$ cat src/hdl/eoh_pkg.sv
// ----------------------------------------------------------------------------
// eoh_pkg
// Shared types and constants of the escape orbit histogram engine.
// ----------------------------------------------------------------------------
`default_nettype none

package eoh_pkg;

  localparam int GRID_SIDE_DEF   = 256;
  localparam int ORBIT_DEPTH_DEF = 1024;
  localparam int FRAC_BITS_DEF   = 28;

  localparam int IN_DATA_W  = 80;
  localparam int OUT_DATA_W = 64;
  localparam int CFG_ADDR_W = 2;
  localparam int CFG_DATA_W = 31;

  localparam logic [CFG_ADDR_W-1:0] REG_MAX_ITER  = 2'd0;
  localparam logic [CFG_ADDR_W-1:0] REG_MIN_ITER  = 2'd1;
  localparam logic [CFG_ADDR_W-1:0] REG_ESC_LIMIT = 2'd2;
  localparam logic [CFG_ADDR_W-1:0] REG_RANGE     = 2'd3;

  localparam logic [10:0] MAX_ITER_RST  = 11'd1024;
  localparam logic [9:0]  MIN_ITER_RST  = 10'd0;
  localparam logic [30:0] ESC_LIMIT_RST = 31'h4000_0000;
  localparam logic [2:0]  RANGE_RST     = 3'd2;

  localparam logic [31:0] COUNT_MAX   = 32'hFFFF_FFFF;
  localparam logic [7:0]  LEVEL_SCALE = 8'hFF;

  // Controller to datapath commands
  typedef struct packed {
    logic start;
    logic mul;
    logic add;
    logic check;
    logic orb_rd;
    logic map;
    logic div_start;
    logic hist_rd_map;
    logic hist_wr;
    logic hist_rd_idx;
    logic lvl_start;
    logic clr;
    logic emit;
  } cmd_t;

  // Datapath to controller status
  typedef struct packed {
    logic zero_iter;
    logic op_read;
    logic esc_now;
    logic rec_ok;
    logic last_iter;
    logic rep_end;
    logic on_grid;
    logic div_busy;
    logic lvl_busy;
    logic clr_end;
    logic out_free;
  } sts_t;

endpackage

`default_nettype wire

$ cat src/hdl/eoh_ctrl.sv
// ----------------------------------------------------------------------------
// eoh_ctrl
// Sequencer for clearing, orbit iteration, replay and cell reads.
// ----------------------------------------------------------------------------
`default_nettype none

module eoh_ctrl (
  input  wire logic          clk,
  input  wire logic          rst_n,
  input  wire logic          in_tvalid,
  output logic               in_ready,
  input  wire eoh_pkg::sts_t sts,
  output eoh_pkg::cmd_t      cmd
);

  typedef enum logic [3:0] {
    ST_CLEAR, ST_IDLE, ST_MUL, ST_ADD, ST_CHK, ST_ORD, ST_MAP, ST_DIV,
    ST_DWAIT, ST_HWR, ST_LRD, ST_LWAIT, ST_LDIV, ST_DONE
  } state_t;

  state_t state_r, state_nxt;

  always_comb begin
    state_nxt = state_r;
    cmd       = '0;
    unique case (state_r)
      ST_CLEAR: begin
        cmd.clr = 1'b1;
        if (sts.clr_end) state_nxt = ST_IDLE;
      end
      ST_IDLE: begin
        if (in_tvalid) begin
          cmd.start = 1'b1;
          if (sts.op_read)        state_nxt = ST_LRD;
          else if (sts.zero_iter) state_nxt = ST_DONE;
          else                    state_nxt = ST_MUL;
        end
      end
      ST_MUL: begin
        cmd.mul   = 1'b1;
        state_nxt = ST_ADD;
      end
      ST_ADD: begin
        cmd.add   = 1'b1;
        state_nxt = ST_CHK;
      end
      ST_CHK: begin
        cmd.check = 1'b1;
        priority if (sts.esc_now) state_nxt = sts.rec_ok ? ST_ORD : ST_DONE;
        else if (sts.last_iter)   state_nxt = ST_DONE;
        else                      state_nxt = ST_MUL;
      end
      ST_ORD: begin
        if (sts.rep_end) begin
          state_nxt = ST_DONE;
        end else begin
          cmd.orb_rd = 1'b1;
          state_nxt  = ST_MAP;
        end
      end
      ST_MAP: begin
        cmd.map   = 1'b1;
        state_nxt = ST_DIV;
      end
      ST_DIV: begin
        if (sts.on_grid) begin
          cmd.div_start = 1'b1;
          state_nxt     = ST_DWAIT;
        end else begin
          state_nxt = ST_ORD;
        end
      end
      ST_DWAIT: begin
        if (!sts.div_busy) begin
          cmd.hist_rd_map = 1'b1;
          state_nxt       = ST_HWR;
        end
      end
      ST_HWR: begin
        cmd.hist_wr = 1'b1;
        state_nxt   = ST_ORD;
      end
      ST_LRD: begin
        cmd.hist_rd_idx = 1'b1;
        state_nxt       = ST_LWAIT;
      end
      ST_LWAIT: begin
        cmd.lvl_start = 1'b1;
        state_nxt     = ST_LDIV;
      end
      ST_LDIV: begin
        if (!sts.lvl_busy) state_nxt = ST_DONE;
      end
      ST_DONE: begin
        if (sts.out_free) begin
          cmd.emit  = 1'b1;
          state_nxt = ST_IDLE;
        end
      end
      default: state_nxt = ST_IDLE;
    endcase
  end

  always_ff @(posedge clk) begin
    if (!rst_n) begin
      state_r <= ST_CLEAR;
    end else begin
      state_r <= state_nxt;
    end
  end

  assign in_ready = state_r == ST_IDLE;

endmodule

`default_nettype wire

$ cat config.mk
export PLATFORM = sky130hd
export DESIGN_NAME = eoh_ctrl
export DESIGN_NICKNAME = d
export VERILOG_FILES = /design/src/hdl/eoh_pkg.sv /design/src/hdl/eoh_ctrl.sv
export SDC_FILE = /design/constraint.sdc
export NUM_CORES = 1
export LEC_CHECK = 0
export BUFFER_PORTS_ARGS = -buffer_cell sky130_fd_sc_hd__buf_2
export CELL_PAD_IN_SITES_DETAIL_PLACEMENT = 1
export CELL_PAD_IN_SITES_GLOBAL_PLACEMENT = 1
export CORE_MARGIN = 2
export CORE_UTILIZATION = 27
export CTS_BUF_LIST = sky130_fd_sc_hd__clkbuf_16
export CTS_CLUSTER_DIAMETER = 80
export DETAILED_ROUTE_END_ITERATION = 8
export GPL_TIMING_DRIVEN = 0
export PLACE_DENSITY = 0.72
export SYNTH_ARGS = -nofsm -noshare
export SYNTH_HDL_FRONTEND = slang
export SYNTH_SLANG_ARGS = --single-unit
export TNS_END_PERCENT = 50
$ cat constraint.sdc
create_clock -name clk -period 1.3 [get_ports clk]
set_input_delay 0.13 -clock clk [delete_from_list [all_inputs] [get_ports clk]]
set_output_delay 0.13 -clock clk [all_outputs]
set_load 0.02 [all_outputs]
==> results by group, run 1 <==
Worst setup path
  • CP max FO: 10
  • Worst EP required: 1.46 ns
  • Crit. End Element: flip-flop
  • Setup crit start kind: flip-flop
  • CP Class: reg2reg
  • Critical Path AT: 1.68 ns

Routing
  • Initial DRT Pass Iterations: 4
  • Routed wire length: 2.607 mm
  • DR iter-0 viols: 20
  • DR vias/cell: 5.586
  • Met2 WL post-DR: 1.372 mm
  • Antenna-violating nets left: 0
  • Metal-1 WL: 1.084 mm
  • Top Layer Used: met4
  • Vias: 849
  • Post-DR wirelength/cell: 17.15 um
  • DRC violations left: 0
  • Routed wl met3: 88 um

STA
  • Tightest Pin Transition: 0.3407 ns
  • Fin crit period: 1.520 ns
  • Final Max Tran Viols: 0
  • Final setup fails: 17
  • Fin crit share: 1.169
  • Max transition margin: 0.7700
  • Final WS setup: -0.2200 ns
  • Unrepaired setup endpoints after global routing: yes
  • Worst Clk Skew: 0.002444 ns
  • Hold Fails Final Rpt: 0
  • Fmax: 0.6579 GHz

Synth
  • Commonest cells post-synth: nor3_1, nor2_1, nand2b_1
  • Synth area leader: dfxtp_1
  • Post-synth EDFFs: 0
  • Ys Warns: 0
  • Post-synth top area share: 0.1303
  • Ys async rst share: 0
  • Distinct cells, synth: 36
  • #FFs+latches synth: 4
  • Sequential share of the synthesized area: 0.1303
  • Largest cells by area after synthesis: dfxtp_1, nor3_1, nand2b_1
  • Synth Instances: 92
  • Most frequent cell after synthesis: nor3_1
  • Net count after synthesis: 106
  • Synthesized area per cell: 6.678 sq um
  • Cell Area, Synth: 614.3 sq um
  • Main flop type after synthesis: dfxtp_1

Die
  • IO Pins: 28
  • Die area: 2673 sq um
  • Area of the core: 2191 sq um
  • Die W: 51.70 um
  • # rows: 17
  • Die Height: 51.70 um
  • Initial Utilization: 0.2804

Power and ir drop
  • Pwr Density: 848.6 nW/um^2
  • Worst vdd ir: 0.0004705 V
  • Leak pwr: 0.4384 nW

Placement
  • Gpl congestion: 0.7529
  • Buffers on Ports: 27
  • Post-Place Worst Slack: -0.3187 ns
  • Dpl hpwl: 1.700 mm
  • Area post-placement: 818.3 sq um
  • # placed instances: 147

Cells and area
  • Number of flip-flops in the largest register: 4
  • Diode count: 0
  • Layout Cells excl Fill: 152
  • Final Cell Area: 1129 sq um
  • NumNets Final: 140
  • Biggest register: state_r
  • Fillers: 273
  • Biggest regs: state_r x4
  • Area delta synth->final: 83.71%
  • Share of cells above drive strength 1: 0.5645

Clocking
  • Clock latency on the worst-skew pair: 0.22 ns
  • CTS tree: built
  • Cts hold-fix bufs: 0
  • CTS Sinks: 4
  • Reg clk slew, reported paths: 0.03 ns
  • Htree depth: 1
  • Cts bufs inserted: 3
  • Clock Root Buffer: clkbuf_16
  • CTS max path bufs: 2

GRT
  • Vias in the first global route: 848
  • Pin count of the biggest net entering global routing: 11
  • First-pass GRT wire length: 3.857 mm
  • Gr usage total: 0.1957
  • Initial antenna violation count: 0
  • Grt ovf: 0

Run status
  • Status: finished with violations
  • Failing checks: setup timing

Flow run
  • Number of max-cap violations: 0

Min path
  • Hold WC Path Type: in2reg
critical path, cell delays in order (launching register included):
cell and delay, ns:
dfxtp_2 0.34, buf_6 0.16, o211ai_2 0.08, o41ai_2 0.11, or4b_4 0.54, o21ba_4 0.23
path summary, 6_finish.rpt:
kind	start	to	slack [ns]	cells after the start
worst max-delay path	state_r[3]	state_r[1]	-0.22	5
worst min-delay path	rst_n	state_r[2]	0.22	3
worst max register to register	state_r[3]	state_r[1]	-0.22	5
worst min register to register	state_r[1]	state_r[0]	0.70	3
routing by layer:
layer	global-route usage	vias to the layer above
li1	-	402
met1	0.2333	406
met2	0.3440	33
met3	0.01437	8
met4	0.1096	0
met5	0	-
logic make-up after synthesis:
family          Yosys count  synth area share
simple gates             50            0.4623
xor+xnor                  1           0.01426
buf+inv                  13            0.1079
mux                       1           0.01629
compound gates           23            0.2689
flops                     4            0.1304
power by group:
group | total, mW | internal [mW] | leakage [nW] | switching (mW)
sequential | 0.136 | 0.130 | 0.0344 | 0.00639
combinational | 0.344 | 0.157 | 0.367 | 0.187
clock | 0.477 | 0.393 | 0.0370 | 0.0846
final cells by class:
type | instances | area (sq um) | area share
buffer | 8 | 110.1 | 0.09756
clock buffer | 3 | 75.07 | 0.06652
inverter | 5 | 18.77 | 0.01663
multi-input combinational | 75 | 615.6 | 0.5455
sequential | 4 | 86.33 | 0.07650
tap | 28 | 35.03 | 0.03104
timing repair buffer | 29 | 187.7 | 0.1663
cell usage in the layout (no fill, tap or decap), types with 3 or more instances in the layout:
cell type | synthesis | layout
buf_6 | 1 | 4
o21ai_1 | 2 | 3
a21oi_1 | 4 | 4
nand2b_1 | 8 | 3
clkbuf_16 | 0 | 3
nor2_1 | 9 | 6
o21ai_0 | 4 | 3
nor4_2 | 0 | 3
nor3_1 | 11 | 4
buf_4 | 1 | 13
inv_1 | 5 | 5
nor2_2 | 0 | 3
nand2b_4 | 0 | 5
buf_8 | 0 | 4
nand2_1 | 5 | 4
nor3_2 | 0 | 5
buf_2 | 5 | 15
stage by stage:
step                hold WS [ns]  TNS, ns  total power, mW  utilization
CTS                       0.2366   -2.310           0.9291       0.4643
finish                    0.2160   -1.880           0.9577       0.5151
detailed placement        0.4662   -2.320           0.3968       0.3735
floorplan                 0.2846  -0.8245           0.3148            -
global placement          0.4615   -2.089           0.3908       0.3735
global route              0.2333   -2.861           0.9923       0.5151
what timing repair did:
action / CTS / global route
hold endpoints to repair: 0 / 0
endpoints found under the setup margin: 18 / 18
setup buffers: 2 / 0
pin swaps: 4 / 6
gates cloned: 0 / 0
gates resized for setup: 32 / 28
Power figures use the tool's default switching activity.
==> run 2, diff against run 1 <==
ABC_AREA = 1   (was default)
CORE_UTILIZATION = 24   (was 27)
==> run 2 against run 1 <==
  * The run still ends with setup timing left
  * Area after synthesis is 12% lower
  * Sequential share of layout area up 2.3 points
  * Die area down 0.95%
  * Count of clock-buffer cells in the layout stayed put
  * Power up 150%
  * Cell count increased by 13%
  * Largest cell class unchanged
  * Fmax increased by 8.3%
  * Synthesized cell count increased by 15%
  * Final area down 15%
  * Global-route usage decreased by 2.0 points
==> results by group, run 2 <==
GRT
  • Vias in the first global route: 748
  • First-pass GRT wire length: 3.367 mm
  • Grt ovf: 0
  • Gr usage total: 0.1755
  • Pin count of the biggest net entering global routing: 7
  • Initial antenna violation count: 0

Placement
  • Gpl congestion: 0.9072
  • Dpl hpwl: 1.614 mm
  • # placed instances: 161
  • Buffers on Ports: 27

Die
  • Area of the core: 2170 sq um
  • IO Pins: 28
  • Die area: 2648 sq um
  • # rows: 17
  • Initial Utilization: 0.2491
  • Die W: 51.46 um
  • Die Height: 51.46 um

Synth
  • Cell Area, Synth: 540.5 sq um
  • Most frequent cell after synthesis: nand2_1
  • Ys Warns: 0
  • Main flop type after synthesis: dfxtp_1
  • Synth Instances: 106
  • Ys async rst share: 0
  • Post-synth top area share: 0.1736
  • #FFs+latches synth: 4
  • Commonest cells post-synth: nand2_1, nor2_1, inv_1
  • Post-synth EDFFs: 0
  • Synthesized area per cell: 5.099 sq um
  • Largest cells by area after synthesis: nand2_1, nor2_1, dfxtp_1
  • Sequential share of the synthesized area: 0.1481
  • Synth area leader: nand2_1
  • Distinct cells, synth: 21
  • Net count after synthesis: 120

Routing
  • Post-DR wirelength/cell: 14.14 um
  • DR vias/cell: 4.820
  • Routed wire length: 2.432 mm
  • Antenna-violating nets left: 0
  • Met2 WL post-DR: 1.258 mm
  • Top Layer Used: met4
  • Initial DRT Pass Iterations: 4
  • Metal-1 WL: 990 um
  • Routed wl met3: 94 um
  • Vias: 829
  • DR iter-0 viols: 3
  • DRC violations left: 0

Power and ir drop
  • Leak pwr: 0.5304 nW
  • Pwr Density: 2452 nW/um^2
  • Worst vdd ir: 0.001189 V

Cells and area
  • Most common cell after layout, fill and taps aside: nand2_1
  • Biggest register: state_r
  • Number of flip-flops in the largest register: 4
  • Commonest non-fill, non-tap cells in the layout: nand2_1, nor2_1, buf_2
  • Share of cells above drive strength 1: 0.4931
  • Reg area: 95.09 sq um
  • Biggest regs: state_r x4
  • Layout Cells excl Fill: 172
  • Diode count: 0
  • Fillers: 309
  • NumNets Final: 160
  • Area delta synth->final: 77.55%
  • Area of the multi-input gates: 450.4 sq um

Worst setup path
  • Buf+Inv Stages, Crit Path: 3
  • Worst EP required: 1.17 ns
  • R2R Path End: state_r[1]
  • Critical path origin: state_r[2]
  • CP Class: reg2out
  • Critical-path top delay cell: dfxtp_4
  • R2r setup slk: -0.05 ns
  • Critical Path AT: 1.27 ns
  • Crit path cell chain: inv_4 -> nor2_4 -> nand2_2 -> or2_1 -> inv_2 -> buf_6
  • Setup crit start kind: flip-flop
  • Delay-heaviest family, CP: simple AND/OR/NAND/NOR gates
  • CP max FO: 5
  • Crit. End Element: output pin
  • R2R depth: 9
  • Worst r2r src: state_r[2]
  • Max stage delay on crit path: 0.39 ns

STA
  • Final Max Tran Viols: 0
  • Fin crit share: 1.080
  • Hold Fails Final Rpt: 0
  • Final setup fails: 8
  • Max transition margin: 0.8602
  • Worst Clk Skew: 0.004197 ns
  • Fin crit period: 1.404 ns
  • Tightest Pin Transition: 0.2097 ns
  • Setup TNS: -0.3145 ns
  • Final WS setup: -0.1040 ns
  • Unrepaired setup endpoints after global routing: yes
  • Fmax: 0.7122 GHz

Flow run
  • Number of max-cap violations: 0

Clocking
  • Cts bufs inserted: 3
  • Reg clk slew, reported paths: 0.03 ns
  • Cts hold-fix bufs: 0
  • CTS tree: built
  • CTS Sinks: 4
  • CTS max path bufs: 2
  • Clock Root Buffer: clkbuf_16
  • Clock latency on the worst-skew pair: 0.24 ns
  • Htree depth: 1

Run status
  • Failing checks: setup timing
  • Status: finished with violations

Min path
  • Hold WC Path Type: in2reg
  • Worst Hold End: state_r[1]
  • Hold path depth: 3
  • Hold path startpoint: rst_n
-- run 2: cell count changes after synthesis, sizes merged, moves of 3 or more --
cell	previous run	this run
nand2	5	27
nor3	11	2
nand2b	8	0
buf	7	0
inv	5	18
o21ai	6	9
nor4	3	0
nor2	9	27
nand3	1	10
-- run 2: through the flow --
step	instance area, sq um	util	hold WS (ns)	total power, mW	worst slack [ns]
global placement	710.7	0.3276	0.4131	1.369	-0.1060
floorplan	540.5	-	0.2805	1.052	0.01774
finish	959.7	0.4423	0.1843	2.353	-0.1040
detailed placement	710.7	0.3276	0.4130	1.374	-0.1007
global route	959.7	0.4423	0.2016	2.497	-0.1432
CTS	864.6	0.3985	0.1730	2.070	-0.08159
-- run 2: kinds of logic after synthesis --
logic type	synth area share
AO/OA/AOI/OAI	0.1319
flip-flops	0.1482
buffers and inverters	0.1342
AND/OR/NAND/NOR	0.5857
-- run 2: worst max-delay path by stage --
stage | to | slack, ns | depth (start not counted)
after floorplan | state_r[3] | 0.02 | 7
after global placement | state_r[1] | -0.11 | 6
after detailed placement | state_r[0] | -0.10 | 9
after CTS | cmd[8] | -0.08 | 6
after global routing | cmd[8] | -0.14 | 6
final | cmd[8] | -0.10 | 6
-- run 2: metal layers --
| metal | global-route usage | vias up |
|---|---|---|
| li1 | - | 407 |
| met1 | 0.1975 | 389 |
| met2 | 0.3098 | 24 |
| met3 | 0.04678 | 9 |
| met4 | 0.07018 | 0 |
| met5 | 0 | - |
-- run 2: where the power goes --
| group | switching, mW | internal (mW) | leakage [nW] |
|---|---|---|---|
| registers | 0.129 | 0.209 | 0.0356 |
| clock network | 0.112 | 0.395 | 0.0370 |
| logic | 0.942 | 0.566 | 0.458 |
| total | 1.18 | 1.17 | 0.530 |
-- run 2: final cells by class --
type / count / area share
repair buffers: 35 / 0.2347
multi-input cells: 83 / 0.4694
flip-flops and latches: 4 / 0.09909
clock buffers: 3 / 0.07823
well taps: 28 / 0.03651
inverters: 19 / 0.08214
-- run 2: worst register-to-register path, cell delays in order (launching register included) --
cell	delay, ns
dfxtp_4	0.39
inv_4	0.06
nor2_4	0.11
nand2_2	0.07
or2_1	0.22
inv_2	0.07
buf_4	0.10
buf_6	0.08
o21ai_2	0.06
nor2_1	0.11
-- run 2: timing repair --
action,4_1_cts,5_1_grt
pin swaps,2,7
setup endpoints to repair,18,16
gates resized for setup,14,29
setup buffers,6,2
